$ cat config.mk
export PLATFORM = sky130hd
export DESIGN_NAME = cfrf_datapath
export DESIGN_NICKNAME = d
export VERILOG_FILES = /design/src/hdl/cfrf_pkg.sv /design/src/hdl/cfrf_datapath.sv
export SDC_FILE = /design/constraint.sdc
export NUM_CORES = 1
export LEC_CHECK = 0
export BUFFER_PORTS_ARGS = -buffer_cell sky130_fd_sc_hd__buf_2
export CAP_MARGIN = 20
export CORE_MARGIN = 8
export CORE_UTILIZATION = 40
export DETAILED_ROUTE_END_ITERATION = 6
export PLACE_DENSITY = 0.66
export SYNTH_ARGS = -nofsm -noshare
export SYNTH_HDL_FRONTEND = slang
export SYNTH_SLANG_ARGS = --single-unit
$ cat constraint.sdc
create_clock -name clk -period 11.4 [get_ports clk]
set_input_delay 0.57 -clock clk [delete_from_list [all_inputs] [get_ports clk]]
set_output_delay 0.57 -clock clk [all_outputs]
set_load 0.01 [all_outputs]
$ cat src/hdl/cfrf_pkg.sv
// shared types, constants and helpers of the can frame receive fifo
// no dependencies
package cfrf_pkg;

	localparam int CAPACITY = 15;
	localparam int SLOTS    = CAPACITY + 1;
	localparam int PTR_W    = (SLOTS > 1) ? $clog2(SLOTS) : 1;

	localparam int OP_W     = 2;
	localparam int ID_IN_W  = 29;
	localparam int ID_W     = 11;
	localparam int LEN_W    = 4;
	localparam int PAY_W    = 64;
	localparam int CNT_W    = 32;
	localparam int STAT_W   = 2;

	localparam logic [ID_IN_W-1:0] MAX_ID  = ID_IN_W'(11'h7ff);
	localparam logic [LEN_W-1:0]   MAX_LEN = LEN_W'(8);

	localparam logic [OP_W-1:0] OP_PUSH    = 2'd0;
	localparam logic [OP_W-1:0] OP_POP     = 2'd1;
	localparam logic [OP_W-1:0] OP_BUS_OFF = 2'd2;

	localparam logic [STAT_W-1:0] STAT_OK      = 2'd0;
	localparam logic [STAT_W-1:0] STAT_FULL    = 2'd1;
	localparam logic [STAT_W-1:0] STAT_EMPTY   = 2'd2;
	localparam logic [STAT_W-1:0] STAT_INVALID = 2'd3;

	typedef logic [PTR_W-1:0] ptr_t;
	typedef logic [CNT_W-1:0] cnt_t;

	typedef struct packed {
		logic [ID_W-1:0]  identifier;
		logic [LEN_W-1:0] length;
		logic [PAY_W-1:0] payload;
	} frame_t;

	typedef struct packed {
		logic load;
		logic exec;
	} dp_cmd_t;

	function automatic ptr_t ring_next(input ptr_t p);
		ptr_t n;
		n = (p == ptr_t'(SLOTS - 1)) ? '0 : ptr_t'(p + 1'b1);
		return n;
	endfunction

endpackage

$ cat src/hdl/cfrf_datapath.sv
// datapath of the can frame receive fifo: frame ring, pointers, counters
// depends on cfrf_pkg
module cfrf_datapath
	import cfrf_pkg::*;
(
	input  logic                clk,
	input  logic                arst_n,
	input  dp_cmd_t             dp_cmd,
	input  logic [OP_W-1:0]     op,
	input  logic [ID_IN_W-1:0]  in_identifier,
	input  logic [LEN_W-1:0]    in_length,
	input  logic [PAY_W-1:0]    in_payload,
	output logic [STAT_W-1:0]   status,
	output logic [ID_W-1:0]     out_identifier,
	output logic [LEN_W-1:0]    out_length,
	output logic [PAY_W-1:0]    out_payload,
	output logic [CNT_W-1:0]    received_total,
	output logic [CNT_W-1:0]    dropped_total,
	output logic                bus_off_flag,
	output logic [CNT_W-1:0]    bus_off_events
);

	logic [OP_W-1:0]    op_q;
	logic [ID_IN_W-1:0] id_q;
	logic [LEN_W-1:0]   len_q;
	logic [PAY_W-1:0]   pay_q;

	frame_t      ring_q [SLOTS];
	frame_t      rd_frame_q;
	ptr_t        wr_ptr_q;
	ptr_t        rd_ptr_q;
	cnt_t        recv_q;
	cnt_t        drop_q;
	cnt_t        bo_cnt_q;
	logic        bo_flag_q;
	logic [STAT_W-1:0] status_q;

	ptr_t              wr_next;
	logic              frame_ok;
	logic              full;
	logic              empty;
	logic              push_ok;
	logic              push_drop;
	logic              pop_ok;
	logic              bus_off;
	logic [STAT_W-1:0] status_d;

	// captured operation
	always_ff @(posedge clk) begin
		if (dp_cmd.load) begin
			op_q  <= op;
			id_q  <= in_identifier;
			len_q <= in_length;
			pay_q <= in_payload;
		end
	end

	assign wr_next  = ring_next(wr_ptr_q);
	assign frame_ok = (id_q <= MAX_ID) && (len_q <= MAX_LEN);
	assign full     = (wr_next == rd_ptr_q);
	assign empty    = (rd_ptr_q == wr_ptr_q);

	always_comb begin
		push_ok   = 1'b0;
		push_drop = 1'b0;
		pop_ok    = 1'b0;
		bus_off   = 1'b0;
		status_d  = STAT_INVALID;
		case (op_q)
			OP_PUSH: begin
				if (frame_ok) begin
					if (full) begin
						push_drop = 1'b1;
						status_d  = STAT_FULL;
					end else begin
						push_ok  = 1'b1;
						status_d = STAT_OK;
					end
				end
			end
			OP_POP: begin
				if (empty) begin
					status_d = STAT_EMPTY;
				end else begin
					pop_ok   = 1'b1;
					status_d = STAT_OK;
				end
			end
			OP_BUS_OFF: begin
				bus_off  = 1'b1;
				status_d = STAT_OK;
			end
			default: begin
				status_d = STAT_INVALID;
			end
		endcase
	end

	// frame ring
	always_ff @(posedge clk) begin
		if (dp_cmd.exec && push_ok) begin
			ring_q[wr_ptr_q] <= '{identifier: id_q[ID_W-1:0], length: len_q, payload: pay_q};
		end
	end

	always_ff @(posedge clk) begin
		if (dp_cmd.exec) begin
			rd_frame_q <= pop_ok ? ring_q[rd_ptr_q] : '0;
		end
	end

	always_ff @(posedge clk or negedge arst_n) begin
		if (!arst_n) begin
			wr_ptr_q  <= '0;
			rd_ptr_q  <= '0;
			recv_q    <= '0;
			drop_q    <= '0;
			bo_cnt_q  <= '0;
			bo_flag_q <= 1'b0;
			status_q  <= STAT_OK;
		end else if (dp_cmd.exec) begin
			status_q <= status_d;
			if (push_ok) begin
				wr_ptr_q <= wr_next;
				recv_q   <= recv_q + 1'b1;
			end
			if (push_drop) drop_q <= drop_q + 1'b1;
			if (pop_ok) rd_ptr_q <= ring_next(rd_ptr_q);
			if (bus_off) begin
				bo_flag_q <= 1'b1;
				bo_cnt_q  <= bo_cnt_q + 1'b1;
			end
		end
	end

	assign status         = status_q;
	assign out_identifier = rd_frame_q.identifier;
	assign out_length     = rd_frame_q.length;
	assign out_payload    = rd_frame_q.payload;
	assign received_total = recv_q;
	assign dropped_total  = drop_q;
	assign bus_off_flag   = bo_flag_q;
	assign bus_off_events = bo_cnt_q;

endmodule

==> results_dict.tcl <==
set metrics [dict create \
    result_of_the_run "completed" \
    arrival_ps 5110 \
    vdd_ir_drop_max_mv 0.183 \
    grt_setup_unrepaired "no" \
    wire_length_of_the_first_global_routing_pass_mm 195 \
    num_rows 140 \
    synth_top_flop_cell "sky130_fd_sc_hd__edfxtp_1" \
    crit_path_end_kind "flip-flop" \
    gp_weighted_congestion 0.765 \
    post-route-period-util_pct 41.5 \
    ys_seq_elements 1549 \
    postSynthNetCount 2625 \
    max_capacitance_violation_count 0 \
    critical_path.max_fanout 50 \
    synth.distinct_cells 52 \
    ios 281 \
    crit_path_max_incr_delay_ps 830 \
    number_of_h_tree_levels 4 \
    overflow_left_after_global_routing 0 \
    antenna_found_initial 4 \
    final_net_count 3089 \
    finalWirelength_mm 133 \
    power.density_nw_per_um2 203 \
    setup-tns-final_ps 0 \
    post_drt_wl_per_cell_um 26.6 \
    syn_area_sq_um 58500 \
    cts_inserted_buffers 158 \
    synthCells 2510 \
    report.final.slew_viol_count 0 \
    detail_route.first_pass.iterations 5 \
    numClockSinks 1549 \
    yosysSeqAreaShare_pct 78.6 \
    most_common_cell_after_layout_fill_and_taps_aside "sky130_fd_sc_hd__edfxtp_1" \
    synth_edf_count 1442 \
    fp.dieH_um 398 \
    layout.cells.most_common_list "sky130_fd_sc_hd__edfxtp_1 (1442), sky130_fd_sc_hd__mux4_2 (395), sky130_fd_sc_hd__buf_2 (278)" \
    critical-path-slowest-cell "sky130_fd_sc_hd__buf_4" \
    initial_drc_count 2378 \
    start_util_pct 40.2 \
    post-route-min-period_ps 4730 \
    cp_cell_sequence "o31ai_1 > nand3_1 > or4_4 > a21oi_2 > buf_4 > nand2_2 > nor3_2 > buf_4 > buf_4" \
    drt-vias-per-instance 5.40 \
    globalRouteTotalUtil_pct 16.7 \
    drive_above_1_share_pct 31.5 \
    cts_resized 0 \
    criticalPathCategory "flip-flop to flip-flop" \
    core_area_sq_um 145000 \
    tritoncts_clock_tree "yes" \
    final_core_util_pct 46.9 \
    path_clk_slew_ps 60 \
    setup-violations-final 0 \
    holdCritPathClass "primary input to flip-flop" \
    syn_area_per_cell_sq_um 23.3 \
    clockRootBuffer "sky130_fd_sc_hd__clkbuf_16" \
    final_hold_viol_count 0 \
    drt_drc_violations_left 0 \
    async_reset_ff_share_pct 6.91 \
    cts_setup_buffers 0 \
    pin_count_of_the_biggest_net_entering_global_routing 149 \
    grt_pass1_vias 28200 \
    die_width_um 398 \
    clk_latency_ps 780 \
    power.static_leakage_nw 22.7 \
    relSlewSlack_pct 22.8 \
    timing.critical_path.mode_cell "sky130_fd_sc_hd__buf_4" \
    post-dp-hpwl_mm 71.8 \
    timing.critical_path.from_type "flip-flop" \
    place.port_buffers 280 \
    clock_skew_ps 52.7 \
    die_area_sq_um 159000 \
    ys.warnings.count 0 \
    max-clock-path-buffers 3 \
    holdBufCountCts 94 \
    max_freq_mhz 212 \
    routed-via-count 27100 \
    syn_to_final_growth_pct 16.6 \
    ant_nets 0 \
    worst_slew_pin_slew_ps 1160 \
    crit_required_ps 11790 \
]
==> synthesized netlist by cell type (4+ instances only) <==
master                     count  share of area [%]
sky130_fd_sc_hd__buf_2        33               0.28
sky130_fd_sc_hd__xor2_1       34               0.51
sky130_fd_sc_hd__and2_1       85               0.91
sky130_fd_sc_hd__nor3_1       15               0.13
sky130_fd_sc_hd__nand3_1      40               0.34
sky130_fd_sc_hd__nand2_1      43               0.28
sky130_fd_sc_hd__and4_1       13               0.19
sky130_fd_sc_hd__edfxtp_1   1442                 74
sky130_fd_sc_hd__a21oi_1       4              0.034
sky130_fd_sc_hd__nand4_1      18               0.19
sky130_fd_sc_hd__xnor2_1      68                1.0
sky130_fd_sc_hd__mux2_2        4              0.077
sky130_fd_sc_hd__nor2b_1       4              0.043
sky130_fd_sc_hd__dfrtp_1     107                4.6
sky130_fd_sc_hd__mux4_2      395                 15
sky130_fd_sc_hd__nor2_1       16               0.10
sky130_fd_sc_hd__buf_1        10              0.064
sky130_fd_sc_hd__ha_1         12               0.26
sky130_fd_sc_hd__clkbuf_1     62               0.40
sky130_fd_sc_hd__inv_1        13              0.083
sky130_fd_sc_hd__nor4_2        4              0.086
sky130_fd_sc_hd__and3_1       34               0.36
sky130_fd_sc_hd__nor4_1       10               0.11
==> metal layers <==
layer	wire (um)	track usage [%]	part of all wire, %	vias to the layer above
li1	-	-	-	11400
met1	56700	22.9	42	14500
met3	8640	3.19	6.5	172
met2	65400	27.5	49	1003
met4	2780	4.31	2.1	0
met5	0	0	0	-
==> logic make-up (layout without fill, tap and decap cells) <==
logic type,count (synthesis),in the layout,share of synthesized area [%]
buffers and inverters,125,715,0.954
adders and majority gates,12,12,0.257
and+or+nand+nor,303,303,3.08
AOI/OAI and AO/OA,19,19,0.238
xor gates and xnor gates,102,102,1.53
DFF,1549,1549,78.6
muxes,400,400,15.3
other,0,2,0
==> flip-flops by register name, summed over array words and instances, names as in the netlist <==
signal / flops
out_payload: 64
bus_off_flag: 1
out_length: 4
ring_q: 1264
bus_off_events: 32
len_q: 4
pay_q: 64
out_identifier: 11
received_total: 32
op_q: 2
rd_ptr_q: 4
status: 2
wr_ptr_q: 4
dropped_total: 32
id_q: 29
==> worst paths after layout <==
kind                                          startpoint                              to  slack (ps)  cells after the start
setup / recovery                      len_q[0]$_DFFE_PP_        ring_q[11][37]$_DFFE_PP_        6670                      9
hold / removal                            in_payload[23]             pay_q[23]$_DFFE_PP_          50                      1
setup reg to reg                      len_q[0]$_DFFE_PP_        ring_q[11][37]$_DFFE_PP_        6670                      9
hold reg to reg            dropped_total[31]$_DFFE_PN0P_   dropped_total[31]$_DFFE_PN0P_         470                      1
max in group asynchronous                         arst_n         rd_ptr_q[1]$_DFFE_PN0P_        9660                      3
min in group asynchronous                         arst_n  bus_off_events[24]$_DFFE_PN0P_         410                      2
==> where the power goes <==
group / switching [W] / internal (W)
combinational: 0.000995 / 0.00124
sequential: 0.000252 / 0.00638
clock: 0.00216 / 0.00281
==> critical path: cells and delay by family (launching register included) <==
kind,cells,cell delay [ps]
compound gates,2,810
flops,1,620
simple gates,4,1150
buf+inv,3,1680
==> per-stage QoR <==
step	setup WS, ps	total power [W]	area, sq um	hold WS (ps)	cells
after floorplan	3460	0.00832	58500	274	2510
after global routing	6310	0.0144	68200	15.1	5017
after global placement	6640	0.00901	62200	458	4635
final	6670	0.0138	68200	53.1	5019
after CTS	6500	0.0140	68100	6.99	5016
after detailed placement	6540	0.00902	62200	464	4636
==> area by class of cell <==
class	count	area, sq um
Sequential cell	1549	46000
Clock inverter	93	801
Timing Repair Buffer	416	2700
Multi-Input combinational cell	836	12000
Antenna cell	2	5.00
Inverter	13	48.8
Clock buffer	193	4210
Tap cell	1917	2400
Fill cell	11800	77200
(Power assumes the default switching activity.)
