--- src/hdl/cfrf_pkg.sv ---
// shared types, constants and helpers of the can frame receive fifo
// no dependencies
package cfrf_pkg;

	localparam int CAPACITY = 15;
	localparam int SLOTS    = CAPACITY + 1;
	localparam int PTR_W    = (SLOTS > 1) ? $clog2(SLOTS) : 1;

	localparam int OP_W     = 2;
	localparam int ID_IN_W  = 29;
	localparam int ID_W     = 11;
	localparam int LEN_W    = 4;
	localparam int PAY_W    = 64;
	localparam int CNT_W    = 32;
	localparam int STAT_W   = 2;

	localparam logic [ID_IN_W-1:0] MAX_ID  = ID_IN_W'(11'h7ff);
	localparam logic [LEN_W-1:0]   MAX_LEN = LEN_W'(8);

	localparam logic [OP_W-1:0] OP_PUSH    = 2'd0;
	localparam logic [OP_W-1:0] OP_POP     = 2'd1;
	localparam logic [OP_W-1:0] OP_BUS_OFF = 2'd2;

	localparam logic [STAT_W-1:0] STAT_OK      = 2'd0;
	localparam logic [STAT_W-1:0] STAT_FULL    = 2'd1;
	localparam logic [STAT_W-1:0] STAT_EMPTY   = 2'd2;
	localparam logic [STAT_W-1:0] STAT_INVALID = 2'd3;

	typedef logic [PTR_W-1:0] ptr_t;
	typedef logic [CNT_W-1:0] cnt_t;

	typedef struct packed {
		logic [ID_W-1:0]  identifier;
		logic [LEN_W-1:0] length;
		logic [PAY_W-1:0] payload;
	} frame_t;

	typedef struct packed {
		logic load;
		logic exec;
	} dp_cmd_t;

	function automatic ptr_t ring_next(input ptr_t p);
		ptr_t n;
		n = (p == ptr_t'(SLOTS - 1)) ? '0 : ptr_t'(p + 1'b1);
		return n;
	endfunction

endpackage

--- src/hdl/cfrf_ctrl.sv ---
// controller state machine of the can frame receive fifo
// depends on cfrf_pkg
module cfrf_ctrl
	import cfrf_pkg::*;
(
	input  logic    clk,
	input  logic    arst_n,
	input  logic    cmd_valid,
	output logic    cmd_ready,
	output logic    rsp_valid,
	input  logic    rsp_ready,
	output dp_cmd_t dp_cmd
);

	typedef enum logic [2:0] {
		S_IDLE = 3'b001,
		S_EXEC = 3'b010,
		S_RESP = 3'b100
	} state_t;

	state_t state_q;
	state_t state_d;

	always_comb begin
		state_d = state_q;
		case (state_q)
			S_IDLE: begin
				if (cmd_valid) state_d = S_EXEC;
			end
			S_EXEC: begin
				state_d = S_RESP;
			end
			S_RESP: begin
				if (rsp_ready) state_d = S_IDLE;
			end
			default: begin
				state_d = S_IDLE;
			end
		endcase
	end

	always_ff @(posedge clk or negedge arst_n) begin
		if (!arst_n) begin
			state_q <= S_IDLE;
		end else begin
			state_q <= state_d;
		end
	end

	assign cmd_ready   = (state_q == S_IDLE);
	assign rsp_valid   = (state_q == S_RESP);
	assign dp_cmd.load = cmd_valid && (state_q == S_IDLE);
	assign dp_cmd.exec = (state_q == S_EXEC);

endmodule

--- config.mk ---
export PLATFORM = sky130hd
export DESIGN_NAME = cfrf_ctrl
export DESIGN_NICKNAME = d
export VERILOG_FILES = /design/src/hdl/cfrf_pkg.sv /design/src/hdl/cfrf_ctrl.sv
export SDC_FILE = /design/constraint.sdc
export NUM_CORES = 1
export LEC_CHECK = 0
export BUFFER_PORTS_ARGS = -buffer_cell sky130_fd_sc_hd__buf_2
export CAP_MARGIN = 10
export CORE_AREA = 3 3 40 42
export CTS_BUF_LIST = sky130_fd_sc_hd__clkbuf_8
export DETAILED_ROUTE_END_ITERATION = 10
export DIE_AREA = 0 0 43 45
export SYNTH_ARGS = -nofsm -noshare
export SYNTH_HDL_FRONTEND = slang
export SYNTH_SLANG_ARGS = --single-unit
--- constraint.sdc ---
create_clock -name clk -period 1.8 [get_ports clk]
set_input_delay 0.09 -clock clk [delete_from_list [all_inputs] [get_ports clk]]
set_output_delay 0.09 -clock clk [all_outputs]
set_load 0.1 [all_outputs]
==> summary.md, run 1 <==
| Metric | Value |
|---|---|
| Hold crit path type | `input port to flip-flop` |
| CP required | `~1.7 ns` |
| Crit end category | `output pin` |
| Die area | `~1900 um2` |
| Regs by FF count | `state_q x3` |
| ANT nets after route | `0` |
| Largest net degree at the start of global routing | `7` |
| Clk root buf | `clkbuf_8` |
| CTS HTree Levels | `1` |
| DRC viols | `0` |
| Synth Register Bits | `3` |
| Die W | `~43 um` |
| Total GRT Usage | `about 6%` |
| Routed WL per cell | `~9.7 um` |
| CTS max path bufs | `2` |
| Max Cap Viol | `0` |
| Hold_buf cts | `1` |
| Max FFs per register | `3` |
| Port Buffers | `7` |
| Nets | `28` |
| GRT overflow | `0` |
| Clock skew | `approximately 0.0027 ns` |
| Adder-cell area share of the yosys netlist | `0%` |
| Fillers | `139` |
| Die height | `about 45 um` |
| Clk_lat worst skew | `about 0.22 ns` |
| Area taken by multi-input logic gates | `about 83 um2` |
| # setup viols final | `0` |
| Layout cells sized above 1 | `69.6%` |
| FP Rows | `13` |
| Initial DRC Count | `3` |
| Compound-Gate Fraction of Synth Area | `0%` |
| Post-synthesis mux area share | `0%` |
| Synth Area in Simple Gates | `between 40 and 50%` |
| Area grow syn2layout | `71.2%` |
| CTS tree | `yes` |
| Mapped Nets | `16` |
| Post-synthesis cell area | `156 um2` |
| Commonest cells after routing, fill and taps aside | `buf_2, nor3b_2, clkbuf_8` |
| Synth area leaders | `dfrtp_1, dfstp_2, and4bb_2` |
| Crit path launch type | `flip-flop` |
| Maximum clock rate | `about 640 MHz` |
| Largest family of logic cells by synthesized area | `simple AND/OR/NAND/NOR gates` |
| Register Area | `approximately 76 um2` |
| Crit path DAT | `~1.5 ns` |
| Vias per cell | `3.74` |
| Dpl hpwl | `276 um` |
| Sequential fraction of the synthesis area | `between 40% and 50%` |
| Post-synthesis cell count | `12` |
| Setup CP Type | `flip-flop to output pin` |
| Unrepaired setup endpoints after global routing | `no` |
| Antenna cells | `0` |
| Post-synth cell types | `9` |
| Post-Syn Area per Cell | `13.0 um2` |
| Clock sink total | `3` |
| Routed wire length | `369 um` |
| XOR/XNOR Fraction of Synth Area | `0%` |
| Initial Utilization | `between 10% and 20%` |
| Dominant cell type by area after synthesis | `dfrtp_1` |
| Slew Viols, Final | `0` |
| Post-route clock period utilization | `between 80% and 90%` |
| Core area | `between 1000 and 1500 um2` |
| Max_slew headroom | `67.6%` |
| Warnings, synthesis | `0` |
| Measured slew at the worst slew-check pin | `approximately 0.5 ns` |
| Num CTS Buffers | `3` |
| Final Hold Fails | `0` |
| I/O Pins | `8` |
| Minimum hold slack | `around 0.18 ns` |
| Synth top area share | `around 32%` |
| Vias | `around 140` |
| Global-route wire length before repair | `~700 um` |
| Post-route minimum period | `~1.6 ns` |
| Drt pass-1 iters | `2` |
| Reg clk slew, reported paths | `~0.030 ns` |
| Commonest non-fill, non-tap cell in the layout | `buf_2` |
| Vias in the first global route | `about 150` |
| Critical path peak fanout | `6` |
| Top reg by flops | `state_q` |
| Setup Buffers After CTS | `0` |
| Antenna violations before repair | `0` |
| Post-CTS sizing | `0` |
| Outcome | `finished clean` |
| Routability cong. | `approximately 0.7` |
## synthesized netlist by cell type
library cell,number
dfrtp_1,2
nor4b_1,1
buf_4,1
nor3b_1,2
and4bb_2,2
dfstp_2,1
or2_1,1
nor3_1,1
nor3b_2,1
## cell type report
type	count	area share [%]
Timing Repair Buffer	8	16.8
Clock buffer	3	15.4
Clock inverter	1	1.40
Sequential cell	3	28.5
Multi-Input combinational cell	8	30.8
Tap cell	15	7.01
## critical path, cell delays in order (launching register included)
cell      delay [ns]
dfstp_2         0.57
and4bb_2        0.25
buf_2           0.43
## cell families after synthesis
kind of cell	Yosys count
and+or+nand+nor	8
DFF	3
buffers and inverters	1
## routing by layer
metal	vias up	share of wire (%)	track usage [%]
li1	67	-	-
met1	61	49	6.80
met2	12	25	4.79
met3	2	23	7.97
met4	0	2.7	5.42
met5	-	0	0
## metrics by stage
stage	util, %	instance area [um2]	setup slack (ns)	TNS [ns]	cells
final	20.8	268	0.245	0	38
after global routing	20.8	268	0.198	0	38
after CTS	20.8	268	0.238	0	38
after detailed placement	16.6	213	0.472	0	33
after global placement	16.6	213	0.463	0	33
after floorplan	-	166	-0.0643	-0.0643	12
## path summary, 6_finish.rpt
check                            from    endpoint  slack [ns]  cells after the start
hold / removal              rsp_ready  state_q[0]        0.18                      3
setup / recovery           state_q[0]   dp_cmd[1]        0.24                      2
setup reg to reg           state_q[1]  state_q[2]        0.79                      2
max in group asynchronous      arst_n  state_q[0]        1.40                      2
min in group asynchronous      arst_n  state_q[1]        0.20                      2
hold reg to reg            state_q[0]  state_q[1]        0.65                      1
Power of run 1 is left out: the tool's default activity adds up to more than one toggle a clock period on the data nets, which glitch-free logic cannot reach.
==> run 2: changes to the inputs <==
--- a/config.mk
+++ b/config.mk
@@ -8,7 +8,6 @@
 export BUFFER_PORTS_ARGS = -buffer_cell sky130_fd_sc_hd__buf_2
 export CAP_MARGIN = 10
 export CORE_AREA = 3 3 40 42
-export CTS_BUF_LIST = sky130_fd_sc_hd__clkbuf_8
 export DETAILED_ROUTE_END_ITERATION = 10
 export DIE_AREA = 0 0 43 45
 export SYNTH_ARGS = -nofsm -noshare
==> summary.md, run 2 (same netlist as run 1, synthesis figures left out) <==
| Metric | Value |
|---|---|
| Stages on worst setup path | `2 (unchanged)` |
| GRT overflow | `0 (unchanged)` |
| Commonest non-fill, non-tap cell in the layout | `buf_2 (unchanged)` |
| Final Hold Fails | `0 (unchanged)` |
| Reg-to-reg setup timing slack | `0.79 ns (about the same)` |
| Vias | `143 (was 142)` |
| Clock sink total | `3 (unchanged)` |
| Critical path peak fanout | `6 (unchanged)` |
| Maximum clock rate | `634 MHz (was 643 MHz)` |
| Clk_lat worst skew | `0.23 ns (was 0.22 ns)` |
| Hold_buf cts | `1 (unchanged)` |
| Layout cells sized above 1 | `69.6% (unchanged)` |
| Metal3 WL | `86 um (unchanged)` |
| Die height | `45 um (unchanged)` |
| Clk root buf | `clkbuf_4 (was clkbuf_8)` |
| Vias in the first global route | `152 (unchanged)` |
| Reg clk slew, reported paths | `0.04 ns (was 0.03 ns)` |
| Post-route minimum period | `1.58 ns (was 1.56 ns)` |
| Setup Buffers After CTS | `0 (unchanged)` |
| Setup CP Type | `flip-flop to output pin (unchanged)` |
| Crit path launch type | `flip-flop (unchanged)` |
| CP top delay family | `flip-flops (unchanged)` |
| FP Rows | `13 (unchanged)` |
| Total GRT Usage | `6.18% (was 6.09%)` |
| R2r startpoint | `state_q[1] (unchanged)` |
| Crit end category | `output pin (unchanged)` |
| Max Cap Viol | `0 (unchanged)` |
| Clock skew | `0.000670 ns (was 0.00269 ns)` |
| Die W | `43 um (unchanged)` |
| Commonest cells after routing, fill and taps aside | `buf_2, nor3b_2, clkbuf_4 (was buf_2, nor3b_2, clkbuf_8)` |
| Antenna violations before repair | `0 (unchanged)` |
| CTS HTree Levels | `1 (unchanged)` |
| Setup TNS | `0 ns (unchanged)` |
| Regs by FF count | `state_q x3 (unchanged)` |
| CP max-delay cell | `dfstp_2 (unchanged)` |
| Placed insts | `33 (unchanged)` |
| Critical Path Start | `state_q[0] (unchanged)` |
| I/O Pins | `8 (unchanged)` |
| CP peak stage delay | `0.57 ns (about the same)` |
| Wire length on met1 | `181 um (unchanged)` |
| Routed WL per cell | `9.68 um (was 9.71 um)` |
| Crit path DAT | `1.49 ns (was 1.47 ns)` |
| Critical-path cell list | `and4bb_2, buf_2 (unchanged)` |
| CP required | `1.71 ns (about the same)` |
| Initial Utilization | `12.2% (unchanged)` |
| Cells on worst reg2reg path | `2 (unchanged)` |
| Final Non-Filler Cells | `38 (unchanged)` |
| Post-route clock period utilization | `87.7% (was 86.4%)` |
| Top reg by flops | `state_q (unchanged)` |
| Max_slew headroom | `67.6% (about the same)` |
| Vias per cell | `3.76 (was 3.74)` |
| Dpl hpwl | `276 um (unchanged)` |
| Core area | `1280 um2 (unchanged)` |
| Nets | `28 (unchanged)` |
| CTS tree | `yes (unchanged)` |
| Num CTS Buffers | `3 (unchanged)` |
| Met2 routed WL | `90 um (was 91 um)` |
| Largest net degree at the start of global routing | `7 (unchanged)` |
| Fillers | `141 (was 139)` |
| # setup viols final | `0 (unchanged)` |
| Outcome | `finished clean (unchanged)` |
| Buf+Inv Stages, Crit Path | `1 (unchanged)` |
| ANT nets after route | `0 (unchanged)` |
| Port Buffers | `7 (unchanged)` |
| Drt pass-1 iters | `2 (unchanged)` |
| Slew Viols, Final | `0 (unchanged)` |
| DRC viols | `0 (unchanged)` |
| Initial DRC Count | `2 (was 3)` |
| Measured slew at the worst slew-check pin | `0.490 ns (about the same)` |
| Worst setup path endpoint | `dp_cmd[1] (unchanged)` |
| Hold crit path type | `input port to flip-flop (unchanged)` |
| Max Used Layer | `met4 (unchanged)` |
| Routability cong. | `0.697 (unchanged)` |
| Worst reg2reg endpoint | `state_q[2] (unchanged)` |
| Unrepaired setup endpoints after global routing | `no (unchanged)` |
| Antenna cells | `0 (unchanged)` |
| Max FFs per register | `3 (unchanged)` |
| Area grow syn2layout | `59.2% (was 71.2%)` |
| CTS max path bufs | `2 (unchanged)` |
| Die area | `1940 um2 (unchanged)` |
| Global-route wire length before repair | `717 um (was 703 um)` |
| Routed wire length | `368 um (was 369 um)` |
| Post-CTS sizing | `0 (unchanged)` |
==> run 2: cell count changes in the layout (fill, tap and decap cells not counted) <==
cell      before  now
inv_1          1    0
clkbuf_4       0    3
clkbuf_1       0    1
clkbuf_8       3    0
==> run 2: worst min-delay path by stage <==
stage,end,depth (start not counted),slack [ns],start
4_1_cts,state_q[0],3,0.15,rsp_ready
5_1_grt,state_q[1],2,0.18,cmd_valid
2_1_floorplan,state_q[1],0,-0.21,arst_n
3_3_place_gp,state_q[1],1,-0.11,arst_n
3_5_place_dp,state_q[1],1,-0.11,arst_n
6_report,state_q[0],3,0.15,rsp_ready
==> run 2: tightest hold or removal path, cell delays in order <==
cell,delay (ns)
buf_2,0.08
nor4b_1,0.04
nor3_1,0.12
==> run 2: layout make-up <==
type	count	area [um2]	area share (%)
Multi-Input combinational cell	8	82.6	33.2
Timing Repair Buffer	8	45.0	18.1
Clock buffer	4	26.3	10.6
Sequential cell	3	76.3	30.7
Tap cell	15	18.8	7.54
==> run 2: per-layer routing <==
layer | vias up | global-route usage (%)
met2 | 12 | 4.79
met1 | 61 | 7.04
met5 | - | 0
met3 | 2 | 7.97
met4 | 0 | 5.42
li1 | 68 | -
==> run 2: per-stage QoR <==
step	utilization (%)	instance area, um2	hold WS [ns]	setup slack [ns]
after floorplan	-	166	-0.206	-0.0643
after global placement	16.6	213	-0.110	0.463
after detailed placement	16.6	213	-0.110	0.472
after CTS	19.4	249	0.149	0.212
after global routing	19.4	249	0.181	0.167
final	19.4	249	0.154	0.222
Power of run 2 is left out for the same reason.
==> run 3: changes to the inputs <==
--- a/config.mk
+++ b/config.mk
@@ -5,6 +5,7 @@
 export SDC_FILE = /design/constraint.sdc
 export NUM_CORES = 1
 export LEC_CHECK = 0
+export ABC_AREA = 1
 export BUFFER_PORTS_ARGS = -buffer_cell sky130_fd_sc_hd__buf_2
 export CAP_MARGIN = 10
 export CORE_AREA = 3 3 40 42
==> summary.md, run 3 <==
| Metric | Value |
|---|---|
| Sequential fraction of the synthesis area | `43.9% (was 48.8%)` |
| I/O Pins | `8 (unchanged)` |
| Outcome | `finished clean (unchanged)` |
| Routed wire length | `355 um (was 368 um)` |
| Post-synth EDFFs | `0 (unchanged)` |
| Synth area leaders | `dfrtp_1, dfstp_2, nand3b_4 (was dfrtp_1, dfstp_2, and4bb_2)` |
| Clock skew | `0.00182 ns (was 0.000670 ns)` |
| Warnings, synthesis | `0 (unchanged)` |
| Port Buffers | `7 (unchanged)` |
| Total GRT Usage | `5.50% (was 6.18%)` |
| Core area | `1280 um2 (unchanged)` |
| Min-delay src | `cmd_valid (was rsp_ready)` |
| Largest net degree at the start of global routing | `5 (was 7)` |
| Die height | `45 um (unchanged)` |
| CP required | `1.71 ns (about the same)` |
| Crit end category | `output pin (unchanged)` |
| Worst reg2reg endpoint | `state_q[0] (was state_q[2])` |
| Post-CTS sizing | `0 (unchanged)` |
| CTS HTree Levels | `1 (unchanged)` |
| Critical-path cell list | `nand3b_4, nor2_2, buf_2 (was and4bb_2, buf_2)` |
| Synth Register Bits | `3 (unchanged)` |
| Mapped Nets | `25 (was 16)` |
| Cells on worst reg2reg path | `4 (was 2)` |
| Setup TNS | `0 ns (unchanged)` |
| Post-route minimum period | `1.50 ns (was 1.58 ns)` |
| Slew Viols, Final | `0 (unchanged)` |
| Vias | `155 (was 143)` |
| CP peak stage delay | `0.57 ns (about the same)` |
| CP max-delay cell | `dfstp_2 (unchanged)` |
| Hold EP | `state_q[0] (unchanged)` |
| Vias in the first global route | `177 (was 152)` |
| Max FFs per register | `3 (unchanged)` |
| Clk_lat worst skew | `0.23 ns (about the same)` |
| CP top delay family | `flip-flops (unchanged)` |
| Commonest cells after routing, fill and taps aside | `buf_2, inv_2, inv_1, nand2_1, clkbuf_4 (was buf_2, nor3b_2, clkbuf_4)` |
| Max Cap Viol | `0 (unchanged)` |
| Clk root buf | `clkbuf_4 (unchanged)` |
| Top reg by flops | `state_q (unchanged)` |
| Post-synth cell types | `11 (was 9)` |
| R2r startpoint | `state_q[0] (was state_q[1])` |
| Nets | `37 (was 28)` |
| Layout cells sized above 1 | `56.3% (was 69.6%)` |
| Synth top area share | `28.8% (was 32.0%)` |
| Critical path peak fanout | `4 (was 6)` |
| Worst hold stages | `4 (was 3)` |
| Post-synthesis cell count | `21 (was 12)` |
| # setup viols final | `0 (unchanged)` |
| FP Rows | `13 (unchanged)` |
| Buf+Inv Stages, Crit Path | `1 (unchanged)` |
| Dominant cell type by area after synthesis | `dfrtp_1 (unchanged)` |
| Area grow syn2layout | `51.8% (was 59.2%)` |
| Antenna violations before repair | `0 (unchanged)` |
| Antenna cells | `0 (unchanged)` |
| Maximum clock rate | `666 MHz (was 634 MHz)` |
| Dpl hpwl | `263 um (was 276 um)` |
| Fillers | `151 (was 141)` |
| Unrepaired setup endpoints after global routing | `no (unchanged)` |
| Measured slew at the worst slew-check pin | `0.486 ns (was 0.490 ns)` |
| Routability cong. | `0.660 (was 0.697)` |
| Commonest non-fill, non-tap cell in the layout | `buf_2 (unchanged)` |
| Initial Utilization | `13.5% (was 12.2%)` |
| Post-Syn Area per Cell | `8.28 um2 (was 13.0 um2)` |
| Hold crit path type | `input port to flip-flop (unchanged)` |
| Num CTS Buffers | `3 (unchanged)` |
| Commonest cells post-synth | `inv_1, inv_2, nand2_1, nor2_1 (was and4bb_2, dfrtp_1, nor3b_1)` |
| Hold_buf cts | `1 (unchanged)` |
| Setup CP Type | `flip-flop to output pin (unchanged)` |
| Global-route wire length before repair | `724 um (was 717 um)` |
| Die W | `43 um (unchanged)` |
| Clock sink total | `3 (unchanged)` |
| Setup Buffers After CTS | `0 (unchanged)` |
| Reg clk slew, reported paths | `0.03 ns (was 0.04 ns)` |
| Routed WL per cell | `7.55 um (was 9.68 um)` |
| Max_slew headroom | `67.8% (was 67.6%)` |
| Drt pass-1 iters | `2 (unchanged)` |
| Die area | `1940 um2 (unchanged)` |
| CTS tree | `yes (unchanged)` |
| Post-route clock period utilization | `83.4% (was 87.7%)` |
| Final Hold Fails | `0 (unchanged)` |
| CTS max path bufs | `2 (unchanged)` |
| Asr flop ratio synth | `100% (unchanged)` |
| GRT overflow | `0 (unchanged)` |
| Regs by FF count | `state_q x3 (unchanged)` |
| DRC viols | `0 (unchanged)` |
| Post-synthesis cell area | `174 um2 (was 156 um2)` |
| ANT nets after route | `0 (unchanged)` |
| Reg-to-reg setup timing slack | `0.90 ns (was 0.79 ns)` |
| Initial DRC Count | `3 (was 2)` |
| Top_reg_cell synth | `dfrtp_1 (unchanged)` |
| Vias per cell | `3.30 (was 3.76)` |
| Crit path DAT | `1.41 ns (was 1.49 ns)` |
| Crit path launch type | `flip-flop (unchanged)` |
## run 3: how the worst max path moves through the flow
stage,startpoint,to,slack [ns],cells after the start
detailed placement,state_q[0],dp_cmd[1],0.55,3
global route,state_q[0],dp_cmd[1],0.23,3
global placement,state_q[0],dp_cmd[1],0.54,3
finish,state_q[0],dp_cmd[1],0.30,3
floorplan,state_q[1],rsp_valid,0.1,1
CTS,state_q[0],dp_cmd[1],0.29,3
## run 3: routing by layer
metal / vias up / wire length [um] / global-route usage (%)
li1: 84 / - / -
met1: 63 / 157 / 5.54
met5: - / 0 / 0
met2: 8 / 141 / 7.19
met4: 0 / 0 / 3.61
met3: 0 / 57 / 5.18
## run 3: metrics by stage
| stage | instances | worst slack [ns] | hold slack, ns | cell area, um2 | utilization [%] |
|---|---|---|---|---|---|
| finish | 47 | 0.299 | 0.0931 | 264 | 20.5 |
| global route | 47 | 0.231 | 0.103 | 264 | 20.5 |
| CTS | 47 | 0.288 | 0.0845 | 264 | 20.5 |
| detailed placement | 42 | 0.545 | -0.113 | 228 | 17.7 |
| global placement | 42 | 0.539 | -0.114 | 228 | 17.7 |
| floorplan | 21 | 0.0969 | -0.206 | 181 | - |
## run 3: cell families after synthesis
group | after synthesis | share of synthesized area, %
flip-flops | 3 | 43.9
AND/OR/NAND/NOR | 11 | 38.8
buffers and inverters | 7 | 17.3
## run 3: cell type report
class / instances / area [um2] / area share (%)
sequential: 3 / 76.3 / 28.9
tap: 15 / 18.8 / 7.11
inverter: 6 / 22.5 / 8.53
multi-input combinational: 11 / 75.1 / 28.4
timing repair buffer: 8 / 45.0 / 17.1
clock buffer: 4 / 26.3 / 9.95
## run 3: worst min-delay path, cell delays in order
cell	delay, ns
buf_2	0.08
inv_2	0.04
nand2_1	0.06
nand2_1	0.05
Power of run 3 is left out for the same reason.
